[config.mk]
export PLATFORM = sky130hd
export DESIGN_NAME = run_length_stream_decoder_top
export DESIGN_NICKNAME = d
export VERILOG_FILES = /design/src/hw/rtl/rlsd_pkg.sv /design/src/hw/rtl/rlsd_front.sv /design/src/hw/rtl/rlsd_queue.sv /design/src/hw/rtl/rlsd_back.sv /design/src/hw/rtl/run_length_stream_decoder_top.sv
export VERILOG_INCLUDE_DIRS = /design/src /design/src/hw/rtl
export SDC_FILE = /design/constraint.sdc
export NUM_CORES = 1
export LEC_CHECK = 0
export BUFFER_PORTS_ARGS = -buffer_cell sky130_fd_sc_hd__buf_2
export CORE_ASPECT_RATIO = 1.2
export CORE_MARGIN = 4
export CORE_UTILIZATION = 33
export DETAILED_ROUTE_END_ITERATION = 8
export PLACE_DENSITY = 0.5
export SLEW_MARGIN = 10
export SYNTH_ARGS = -nofsm -noshare
export SYNTH_HDL_FRONTEND = slang
export SYNTH_HIERARCHICAL = 1
export SYNTH_SLANG_ARGS = --single-unit
[constraint.sdc]
create_clock -name clk_i -period 6.8 [get_ports clk_i]
set_input_delay 0.34 -clock clk_i [delete_from_list [all_inputs] [get_ports clk_i]]
set_output_delay 0.34 -clock clk_i [all_outputs]
set_load 0.02 [all_outputs]
[src/hw/rtl/assert_macros.svh]
// Assertion macros shared by the run-length decoder RTL.
`ifndef ASSERT_MACROS_SVH
`define ASSERT_MACROS_SVH

// Checks a property on every rising clk_i edge while rst_ni is high.
`define RLSD_ASSERT(label, prop, msg) \
  label: assert property (@(posedge clk_i) disable iff (!rst_ni) prop) \
    else $error(msg);

// Checks a property on every rising clk_i edge, reset included.
`define RLSD_ASSERT_ALWAYS(label, prop, msg) \
  label: assert property (@(posedge clk_i) prop) else $error(msg);

`endif

[src/hw/rtl/rlsd_pkg.sv]
// Types and constants shared by the run-length stream decoder modules.
package rlsd_pkg;

  // One byte of the compressed stream.
  typedef struct packed {
    logic [7:0] in_byte;
    logic       end_of_input;
  } in_item_t;

  // One decoded result.
  typedef struct packed {
    logic [7:0] data_first;
    logic [7:0] data_second;
    logic [1:0] byte_count;
    logic [1:0] status;
    logic       last_of_run;
  } out_item_t;

  // Work handed from the front to the back: emit len copies of value,
  // two per result, and put status on the final result.
  typedef struct packed {
    logic [7:0] value;
    logic [7:0] len;
    logic [1:0] status;
  } cmd_t;

  localparam logic [1:0] ST_DATA      = 2'd0;
  localparam logic [1:0] ST_DONE      = 2'd1;
  localparam logic [1:0] ST_EARLY_END = 2'd2;

  localparam logic [1:0] CNT_NONE = 2'd0;
  localparam logic [1:0] CNT_ONE  = 2'd1;
  localparam logic [1:0] CNT_TWO  = 2'd2;

  localparam logic [7:0] CTRL_REPEAT   = 8'h80;
  localparam logic [7:0] CTRL_LEN_MASK = 8'h7F;

endpackage

[src/hw/rtl/rlsd_front.sv]
// Front end: parses header and control bytes and issues emit commands.
`include "assert_macros.svh"

module rlsd_front import rlsd_pkg::*; #(
  parameter int unsigned HEADER_BYTES = 16
) (
  input  logic     clk_i,
  input  logic     rst_ni,
  input  logic     in_valid_i,
  input  in_item_t in_item_i,
  output logic     in_stall_o,
  input  logic     q_full_i,
  output logic     q_push_o,
  output cmd_t     q_cmd_o
);

  typedef enum logic [2:0] {
    PH_HEADER  = 3'd0,
    PH_CONTROL = 3'd1,
    PH_LITERAL = 3'd2,
    PH_REPEAT  = 3'd3,
    PH_DONE    = 3'd4
  } phase_e;

  localparam logic [4:0] HDR_END = 5'(HEADER_BYTES);

  phase_e      phase_q, phase_d;
  logic [3:0]  hidx_q, hidx_d, hidx_inc;
  logic [31:0] chunks_q, chunks_d, chunks_dec;
  logic [7:0]  run_q, run_d, run_dec;
  logic        accept, fin, has_data;
  logic [7:0]  cmd_len;
  logic [1:0]  status;

  assign accept     = in_valid_i && !q_full_i;
  assign in_stall_o = q_full_i;
  assign hidx_inc   = hidx_q + 4'd1;
  assign chunks_dec = chunks_q - 32'd1;
  assign run_dec    = run_q - 8'd1;

  always_comb begin
    phase_d  = phase_q;
    hidx_d   = hidx_q;
    chunks_d = chunks_q;
    run_d    = run_q;
    fin      = 1'b0;
    has_data = 1'b0;
    cmd_len  = '0;
    case (phase_q)
      PH_HEADER: begin
        // Bytes four to seven carry the chunk count, least significant first.
        if (hidx_q[3:2] == 2'b01) begin
          if (hidx_q[1:0] == 2'd0) begin
            chunks_d = '0;
          end
          chunks_d[{hidx_q[1:0], 3'b000} +: 8] = in_item_i.in_byte;
        end
        hidx_d = hidx_inc;
        if (hidx_inc == '0 || {1'b0, hidx_inc} >= HDR_END) begin
          hidx_d = '0;
          if (chunks_d == '0) begin
            phase_d = PH_DONE;
            fin     = 1'b1;
          end else begin
            phase_d = PH_CONTROL;
          end
        end
      end
      PH_CONTROL: begin
        run_d   = (in_item_i.in_byte & CTRL_LEN_MASK) + 8'd1;
        phase_d = ((in_item_i.in_byte & CTRL_REPEAT) != '0) ? PH_REPEAT : PH_LITERAL;
      end
      PH_LITERAL: begin
        has_data = 1'b1;
        cmd_len  = 8'd1;
        run_d    = run_dec;
        if (run_dec == '0) begin
          chunks_d = chunks_dec;
          fin      = (chunks_dec == '0);
          phase_d  = fin ? PH_DONE : PH_CONTROL;
        end
      end
      PH_REPEAT: begin
        has_data = 1'b1;
        cmd_len  = run_q;
        run_d    = '0;
        chunks_d = chunks_dec;
        fin      = (chunks_dec == '0);
        phase_d  = fin ? PH_DONE : PH_CONTROL;
      end
      default: begin
      end
    endcase

    if (fin) begin
      status = ST_DONE;
    end else if (in_item_i.end_of_input && phase_d != PH_DONE) begin
      status = ST_EARLY_END;
    end else begin
      status = ST_DATA;
    end

    // The final byte of a stream always re-arms the parser for a new header.
    if (in_item_i.end_of_input) begin
      phase_d  = PH_HEADER;
      hidx_d   = '0;
      chunks_d = '0;
      run_d    = '0;
    end
  end

  assign q_push_o       = accept && (has_data || status != ST_DATA);
  assign q_cmd_o.value  = has_data ? in_item_i.in_byte : 8'd0;
  assign q_cmd_o.len    = cmd_len;
  assign q_cmd_o.status = status;

  always_ff @(posedge clk_i or negedge rst_ni) begin
    if (!rst_ni) begin
      phase_q  <= PH_HEADER;
      hidx_q   <= '0;
      chunks_q <= '0;
      run_q    <= '0;
    end else if (accept) begin
      phase_q  <= phase_d;
      hidx_q   <= hidx_d;
      chunks_q <= chunks_d;
      run_q    <= run_d;
    end
  end

  `RLSD_ASSERT(a_eoi_rearms,
    accept && in_item_i.end_of_input |=> phase_q == PH_HEADER && hidx_q == '0,
    "parser not re-armed after end of input")

endmodule

[src/hw/rtl/rlsd_queue.sv]
// Small command queue between the front and the back.
`include "assert_macros.svh"

module rlsd_queue import rlsd_pkg::*; #(
  parameter int unsigned DEPTH = 2
) (
  input  logic clk_i,
  input  logic rst_ni,
  input  logic push_i,
  input  cmd_t data_i,
  output logic full_o,
  input  logic pop_i,
  output logic valid_o,
  output cmd_t data_o
);

  localparam int unsigned PTR_W = $clog2(DEPTH);
  localparam int unsigned CNT_W = $clog2(DEPTH + 1);

  cmd_t             mem_q [DEPTH];
  logic [PTR_W-1:0] wr_ptr_q, rd_ptr_q;
  logic [CNT_W-1:0] count_q;

  assign full_o  = (count_q == CNT_W'(DEPTH));
  assign valid_o = (count_q != '0);
  assign data_o  = mem_q[rd_ptr_q];

  always_ff @(posedge clk_i or negedge rst_ni) begin
    if (!rst_ni) begin
      wr_ptr_q <= '0;
      rd_ptr_q <= '0;
      count_q  <= '0;
    end else begin
      if (push_i) begin
        wr_ptr_q <= (wr_ptr_q == PTR_W'(DEPTH - 1)) ? '0 : wr_ptr_q + 1'b1;
      end
      if (pop_i) begin
        rd_ptr_q <= (rd_ptr_q == PTR_W'(DEPTH - 1)) ? '0 : rd_ptr_q + 1'b1;
      end
      if (push_i && !pop_i) begin
        count_q <= count_q + 1'b1;
      end else if (pop_i && !push_i) begin
        count_q <= count_q - 1'b1;
      end
    end
  end

  always_ff @(posedge clk_i) begin
    if (push_i) begin
      mem_q[wr_ptr_q] <= data_i;
    end
  end

  `RLSD_ASSERT(a_no_overflow, push_i |-> !full_o, "push into a full queue")
  `RLSD_ASSERT(a_no_underflow, pop_i |-> valid_o, "pop from an empty queue")

endmodule

[src/hw/rtl/rlsd_back.sv]
// Back end: expands queued commands into results in an output register.
`include "assert_macros.svh"

module rlsd_back import rlsd_pkg::*; (
  input  logic      clk_i,
  input  logic      rst_ni,
  input  logic      q_valid_i,
  input  cmd_t      q_cmd_i,
  output logic      q_pop_o,
  output logic      out_valid_o,
  input  logic      out_stall_i,
  output out_item_t out_item_o
);

  logic      out_valid_q;
  out_item_t out_q, out_d;
  logic [7:0] sent_q, rem;
  logic       load, last, two;

  assign load = q_valid_i && (!out_valid_q || !out_stall_i);
  assign rem  = q_cmd_i.len - sent_q;
  assign last = (rem <= 8'd2);
  assign two  = (rem >= 8'd2);

  always_comb begin
    out_d.data_first  = q_cmd_i.value;
    out_d.data_second = two ? q_cmd_i.value : 8'd0;
    if (rem == '0) begin
      out_d.byte_count = CNT_NONE;
    end else begin
      out_d.byte_count = two ? CNT_TWO : CNT_ONE;
    end
    out_d.status      = last ? q_cmd_i.status : ST_DATA;
    out_d.last_of_run = last;
  end

  assign q_pop_o     = load && last;
  assign out_valid_o = out_valid_q;
  assign out_item_o  = out_q;

  always_ff @(posedge clk_i or negedge rst_ni) begin
    if (!rst_ni) begin
      out_valid_q <= 1'b0;
      sent_q      <= '0;
    end else if (load) begin
      out_valid_q <= 1'b1;
      sent_q      <= last ? 8'd0 : sent_q + 8'd2;
    end else if (!out_stall_i) begin
      out_valid_q <= 1'b0;
    end
  end

  always_ff @(posedge clk_i) begin
    if (load) begin
      out_q <= out_d;
    end
  end

  `RLSD_ASSERT(a_status_on_last,
    out_valid_q && out_q.status != ST_DATA |-> out_q.last_of_run,
    "status carried by a result that is not the last of its byte")
  `RLSD_ASSERT(a_partial_cmd_held,
    sent_q != '0 |-> q_valid_i && sent_q < q_cmd_i.len,
    "partly expanded command left the queue head")

endmodule

[src/hw/rtl/run_length_stream_decoder_top.sv]
// Top level of the run-length stream decoder.
//
// The input channel takes one byte of a compressed stream per transfer, with
// end_of_input marking the final byte. The stream opens with a HEADER_BYTES
// header whose bytes four to seven give the chunk count; chunks follow, each a
// control byte and then either literal bytes or one byte to repeat.
// The output channel gives results of up to two decoded bytes. The last
// result caused by an input byte has last_of_run set and carries the status
// (all chunks decoded, or input ended early); a byte that yields only a
// status gets one result with byte_count zero. Header and control bytes
// give no result otherwise.
// The first result of a byte passes through the command queue and then the
// output register. Throughput is one byte per cycle for literal data while
// in_stall_o is low. A repeat byte with run length n+1 holds the output side
// for one result per two bytes of the run, one result per cycle from the
// expander while out_stall_i is low; the input keeps taking bytes until the
// QUEUE_DEPTH-entry parser-to-expander queue is full, then raises in_stall_o.
// When the receiver stalls, the output register holds its result and the
// queue fills behind it. Reset clears the parser to expect a header and
// empties the queue and the output register.
module run_length_stream_decoder_top import rlsd_pkg::*; #(
  parameter int unsigned HEADER_BYTES = 16,
  parameter int unsigned QUEUE_DEPTH  = 2
) (
  input  logic      clk_i,
  input  logic      rst_ni,
  input  logic      in_valid_i,
  input  in_item_t  in_item_i,
  output logic      in_stall_o,
  output logic      out_valid_o,
  input  logic      out_stall_i,
  output out_item_t out_item_o
);

  // Commands from the parser to the expander.
  logic push, full, pop, q_valid;
  cmd_t push_cmd, head_cmd;

  // The parser updates its state on every input transfer and pushes at most
  // one command per byte.
  rlsd_front #(
    .HEADER_BYTES(HEADER_BYTES)
  ) u_front (
    .clk_i     (clk_i),
    .rst_ni    (rst_ni),
    .in_valid_i(in_valid_i),
    .in_item_i (in_item_i),
    .in_stall_o(in_stall_o),
    .q_full_i  (full),
    .q_push_o  (push),
    .q_cmd_o   (push_cmd)
  );

  // The queue lets the parser run ahead while a long repeat drains.
  rlsd_queue #(
    .DEPTH(QUEUE_DEPTH)
  ) u_queue (
    .clk_i  (clk_i),
    .rst_ni (rst_ni),
    .push_i (push),
    .data_i (push_cmd),
    .full_o (full),
    .pop_i  (pop),
    .valid_o(q_valid),
    .data_o (head_cmd)
  );

  // The expander turns the queue head into results, two bytes at a time,
  // and pops it with the final result.
  rlsd_back u_back (
    .clk_i      (clk_i),
    .rst_ni     (rst_ni),
    .q_valid_i  (q_valid),
    .q_cmd_i    (head_cmd),
    .q_pop_o    (pop),
    .out_valid_o(out_valid_o),
    .out_stall_i(out_stall_i),
    .out_item_o (out_item_o)
  );

endmodule
==> results of run 1 <==
[layout make-up]
| class | instances | area, um2 | area share |
|---|---|---|---|
| Inverter | 25 | 93.8 | 0.0108 |
| Clock inverter | 10 | 156 | 0.0180 |
| Sequential cell | 116 | 3190 | 0.367 |
| Clock buffer | 22 | 464 | 0.0535 |
| Tap cell | 315 | 394 | 0.0454 |
| Multi-Input combinational cell | 616 | 4160 | 0.479 |
| Timing Repair Buffer | 42 | 228 | 0.0262 |
[worst max path at each step]
stage / startpoint / to
after floorplan: u_front/hidx_q[0]$_DFFE_PN0P_ / u_queue/mem_q[0][0]$_DFFE_PP_
after global placement: u_queue/rd_ptr_q$_DFFE_PN0P_ / u_queue/count_q[1]$_DFFE_PN0P_
after detailed placement: u_front/hidx_q[0]$_DFFE_PN0P_ / u_queue/mem_q[1][6]$_DFFE_PP_
after CTS: u_front/hidx_q[0]$_DFFE_PN0P_ / u_queue/mem_q[1][15]$_DFFE_PP_
after global routing: u_front/hidx_q[0]$_DFFE_PN0P_ / u_queue/mem_q[1][5]$_DFFE_PP_
final: u_front/hidx_q[0]$_DFFE_PN0P_ / u_queue/mem_q[1][5]$_DFFE_PP_
[state kept, by name, summed over array words and instances, names as in the netlist]
register and flops:
u_queue/mem_q 36, u_front/phase_q 3, u_queue/wr_ptr_q 1, u_front/run_q 8
u_back/sent_q 7, u_back/out_item_o 21, u_front/hidx_q 4, u_front/chunks_q 32
u_back/out_valid_o 1, u_queue/count_q 2, u_queue/rd_ptr_q 1
[synthesized netlist by cell type (12+ instances only)]
cell type	number	area share
nor3_1	28	0.018
a22oi_1	14	0.014
clkbuf_1	27	0.013
and2_1	13	0.011
nor2_1	100	0.049
nand2_1	40	0.019
nand2b_1	12	0.0097
a21oi_1	47	0.031
edfxtp_1	57	0.22
dfrtp_1	59	0.19
inv_1	25	0.012
ha_1	19	0.031
buf_2	14	0.0091
nand3_1	14	0.0091
and3_1	14	0.011
o21ai_0	82	0.053
xnor2_1	20	0.023
[routing by layer]
| metal | track usage | part of all wire | wire [um] |
|---|---|---|---|
| met4 | 0.0606 | 0.022 | 471 |
| met2 | 0.285 | 0.50 | 10700 |
| met5 | 0 | 0 | 0 |
| met3 | 0.0307 | 0.043 | 933 |
| met1 | 0.211 | 0.44 | 9440 |
[through the flow]
stage	cell area (um2)	total power [mW]	std cells	hold WS, ns	util
floorplan	7710	2.04	811	0.0444	-
global placement	8060	2.32	1114	0.473	0.349
detailed placement	8060	2.33	1114	0.476	0.349
CTS	8680	3.29	1146	0.151	0.375
global route	8680	3.47	1146	0.165	0.375
finish	8680	3.27	1146	0.125	0.375
[kinds of logic after synthesis]
family	count (synthesis)	synth area share
AOI/OAI and AO/OA	241	0.204
xor gates and xnor gates	30	0.0341
adders and majority gates	20	0.0334
buffers and inverters	79	0.0497
DFF	116	0.414
muxes	20	0.0334
other	1	0.000486
and+or+nand+nor	304	0.232
[power by group]
part	internal, mW	switching, mW
clock network	0.631	0.321
registers	0.884	0.113
logic	0.506	0.815
[cells in the final DEF (no fill, tap or decap), types with 5 or more instances in the layout]
cell type / count
a21o_1: 7
a21oi_1: 47
a22o_1: 7
a22oi_1: 14
a32oi_1: 5
and2_1: 13
and2_4: 8
and3_1: 14
buf_2: 35
buf_4: 7
clkbuf_16: 17
dfrtp_1: 59
edfxtp_1: 57
ha_1: 19
inv_1: 25
mux2_2: 9
mux2_4: 9
nand2_1: 40
nand2b_1: 12
nand3_1: 14
nand4_1: 7
nor2_1: 99
nor2b_1: 7
nor3_1: 28
nor4_1: 5
o21ai_0: 82
o21ai_1: 10
o22ai_1: 8
o31ai_1: 8
o32a_1: 9
or2_2: 5
xnor2_1: 20
xor2_1: 10
==> impl_metrics.tcl, run 1 <==
set metrics [dict create \
    synth_warnings 6 \
    cp_max_fo 18 \
    grt_pass1_wl_mm 34.4 \
    hold_viol 0 \
    setup_viol 0 \
    cpPeakStageDelay_ns 0.77 \
    core_area_mm2 0.0231 \
    status "complete, no violations" \
    syn-num-nets 844 \
    layout_min_cycle_time_ns 4.58 \
    powerDensity_mw_per_mm2 377 \
    cts_sinks 116 \
    seq_area_frac_synth 0.414 \
    clock-root-buffer "clkbuf_16" \
    clk_pin_slew_worst_paths_ns 0.06 \
    fmax_mhz 218 \
    drc_errors 0 \
    cts_resized 0 \
    ys_ff_latch 116 \
    max-cap-violations 0 \
    syn-cell-area_mm2 0.00771 \
    drt-total-wl_mm 21.5 \
    die_w_um 148 \
    path_buf_inv 1 \
    rsz0062_at_grt "no" \
    grt_max_degree 60 \
    tightest_slew_ns 1.12 \
    fin_skew_ns 0.0132 \
    dieArea_mm2 0.0259 \
    fin_ws_ns 2.22 \
    die_y_um 175 \
    critPathArrivalTime_ns 4.61 \
    vias_per_cell 5.48 \
    r2r_end "u_queue/mem_q[1][5]$_DFFE_PP_" \
    place.detailed.hpwl_mm 14.8 \
    crit_slowest_cell "and2_1" \
    io_buffers 35 \
    holdBufCountCts 0 \
    reg2regPathDepth 11 \
    vias 6276 \
    tns_ns 0 \
    p_leak_nw 3.43 \
    cp_num_cells 11 \
    ys.flop_type "dfrtp_1" \
    start_util 0.333 \
    nets 851 \
    drive_above_1_share 0.173 \
    firstDrtPassIters 5 \
    n_fill_cell 2342 \
    path_cells "inv_1, ha_1, and3b_1, a211oi_2, o221ai_1, a2111oi_0, nand4_1, o21ai_0, a22oi_1, o41ai_2, and2_1" \
    clk_path_buf_depth 2 \
    critPathKind "flop to flop" \
    cp-end-kind "flop" \
    first_iter_violations 373 \
    numCtsBuffers 17 \
    wl_per_cell_um 18.8 \
    ys_types 87 \
    grt_pass1_vias 6195 \
    avgSynthCellArea_um2 9.51 \
    slew_headroom 0.248 \
    fin_crit_sh 0.673 \
    antenna_found_initial 0 \
    crit-reg2reg-launch "u_front/hidx_q[0]$_DFFE_PN0P_" \
    drv_slew 0 \
    ant_nets 0 \
    syn2layout_area_growth_pct 12.6 \
    diodes 0 \
    cp_top_family "compound AO/OA/AOI/OAI gates" \
    clock_latency_ns 0.41 \
    r2r_slack_ns 2.22 \
    cts_setup_buffers 0 \
    dpl_worst_slack_ns 2.28 \
    synth-edff-count 57 \
    io_pins 36 \
    synth_cells 811 \
    start_kind "flop" \
    cts_tree "yes" \
    postSynth.asyncResetShare 0.509 \
    crit_required_ns 6.83 \
    grt_overflow 0 \
    rows 61 \
    place_congestion 0.833 \
    grt_usage 0.167 \
    htreeDepth 4 \
    hold_class "input port to asynchronous set/reset pin" \
    peakVddDrop_v 0.000167 \
]
Power figures use the tool's default switching activity.
==> run 2, diff against run 1 <==
--- a/config.mk
+++ b/config.mk
@@ -11,7 +11,7 @@
 export CORE_MARGIN = 4
 export CORE_UTILIZATION = 33
 export DETAILED_ROUTE_END_ITERATION = 8
-export PLACE_DENSITY = 0.5
+export PLACE_DENSITY = 0.52
 export SLEW_MARGIN = 10
 export SYNTH_ARGS = -nofsm -noshare
 export SYNTH_HDL_FRONTEND = slang
==> constraint.sdc (replaced) <==
create_clock -name clk_i -period 3.7 [get_ports clk_i]
set_input_delay 0.185 -clock clk_i [delete_from_list [all_inputs] [get_ports clk_i]]
set_output_delay 0.185 -clock clk_i [all_outputs]
set_load 0.02 [all_outputs]
==> impl_metrics.tcl, run 2 (synthesized netlist as in run 1, its figures left out) <==
set metrics [dict create \
    status "complete, no violations" \
    fin_util 0.407 \
    grt_use_met2 0.294 \
    clk_path_buf_depth 2 \
    cpPeakStageDelay_ns 0.47 \
    cts_tree "yes" \
    vias_per_cell 5.48 \
    multi_input_area_mm2 0.00438 \
    io_buffers 35 \
    syn2layout_area_growth_pct 22.1 \
    start_kind "flop" \
    p_leak_nw 3.80 \
    start_util 0.333 \
    die_y_um 175 \
    rows 61 \
    peakVddDrop_v 0.000316 \
    largest_register "u_queue/mem_q" \
    grt_max_degree 49 \
    drv_slew 0 \
    numCtsBuffers 17 \
    drive_above_1_share 0.261 \
    grt_overflow 0 \
    drt-total-wl_mm 22.3 \
    reg2regPathDepth 14 \
    io_pins 36 \
    placed_cell_area_mm2 0.00854 \
    nets 920 \
    use_met3 0.0243 \
    critPathArrivalTime_ns 3.86 \
    path_cells "inv_2, ha_4, and3b_1, a211oi_2, o221ai_1, a2111oi_0, nand4_1, a32o_2, a22oi_2, o41ai_4, ha_1, xor2_1, nor2_1, xor2_1" \
    critPathKind "flop to flop" \
    grt_usage 0.172 \
    area.sequential_mm2 0.00319 \
    firstDrtPassIters 5 \
    hold_class "input port to flop" \
    layout_min_cycle_time_ns 3.52 \
    place_congestion 0.842 \
    core_area_mm2 0.0231 \
    clk_pin_slew_worst_paths_ns 0.06 \
    fin_ws_ns 0.175 \
    first_iter_violations 434 \
    place.detailed.hpwl_mm 15.7 \
    grt_pass1_vias 6453 \
    fin_skew_ns 0.0119 \
    powerDensity_mw_per_mm2 689 \
    clock_latency_ns 0.42 \
    cp_max_fo 5 \
    n_fill_cell 2300 \
    cp-end-kind "flop" \
    crit_top_cell "xor2_1" \
    max-cap-violations 0 \
    vias 6666 \
    crit_slowest_cell "a2111oi_0" \
    final_common_cell "nor2_1" \
    slew_headroom 0.398 \
    holdWs_ns 0.278 \
    wl_per_cell_um 18.4 \
    cts_sinks 116 \
    drc_errors 0 \
    final_cell_area_mm2 0.00941 \
    hold_viol 0 \
    mostFrequentLayoutCells "nor2_1 (98), o21ai_0 (82), buf_4 (70)" \
    fin_crit_sh 0.953 \
    top_usage_layer "met2" \
    tightest_slew_ns 0.903 \
    finalPower_mw 6.48 \
    die_w_um 148 \
    crit_required_ns 4.04 \
    fmax_mhz 284 \
    clock-root-buffer "clkbuf_16" \
    dieArea_mm2 0.0259 \
    grt_pass1_wl_mm 35.5 \
    setup_viol 0 \
    dpl_worst_slack_ns 0.0869 \
    ant_nets 0 \
    antenna_found_initial 0 \
    gr-usage-met1 0.224 \
    largest_register_ffs 36 \
    min_path_cells 3 \
    htreeDepth 4 \
]
-- run 2: critical path, delay by kind of cell (launching register included) --
kind            cells  cell delay (ns)
xor+xnor            2             0.29
buf+inv             1             0.14
fa+ha+maj           2             0.46
compound gates      6             1.54
flops               1             0.40
simple gates        3             0.61
-- run 2: area by class of cell --
| cell class | count | area share |
|---|---|---|
| multi-input combinational | 617 | 0.465 |
| sequential | 116 | 0.339 |
| clock buffer | 18 | 0.0456 |
| antenna | 1 | 0.000266 |
| inverter | 25 | 0.00997 |
| clock inverter | 14 | 0.0161 |
| tap | 315 | 0.0419 |
| timing repair buffer | 110 | 0.0820 |
-- run 2: path summary, 6_finish.rpt --
path,from,slack [ns],endpoint
hold reg to reg,u_queue/count_q[1]$_DFFE_PN0P_,0.51,u_queue/count_q[1]$_DFFE_PN0P_
min in group asynchronous,rst_ni,0.43,u_front/chunks_q[19]$_DFFE_PN0P_
max in group asynchronous,rst_ni,2.35,u_back/sent_q[1]$_DFFE_PN0P_
hold / removal,in_item_i[6],0.28,u_front/chunks_q[5]$_DFFE_PN0P_
setup reg to reg,u_front/hidx_q[0]$_DFFE_PN0P_,0.18,u_queue/count_q[1]$_DFFE_PN0P_
setup / recovery,u_front/hidx_q[0]$_DFFE_PN0P_,0.18,u_queue/count_q[1]$_DFFE_PN0P_
-- run 2: repair_timing --
item	CTS	global route
hold buffers	2	0
hold endpoints to repair	34	0
setup buffers	0	6
resized for setup	0	35
endpoints found under the setup margin	0	38
-- run 2: routing by layer --
| layer | vias to the layer above | wire (um) |
|---|---|---|
| met5 | - | 0 |
| met1 | 3252 | 9840 |
| li1 | 3168 | - |
| met2 | 201 | 11000 |
| met3 | 45 | 958 |
| met4 | 0 | 512 |
-- run 2: power by group --
group,switching [mW],internal (mW)
clock,0.640,0.996
sequential,0.152,1.62
combinational,1.73,1.34
total,2.52,3.96
-- run 2: metrics by stage --
stage	setup TNS (ns)	cells
after global routing	-0.0384	1215
after floorplan	0	811
after detailed placement	0	1174
final	0	1216
after CTS	0	1208
after global placement	0	1174
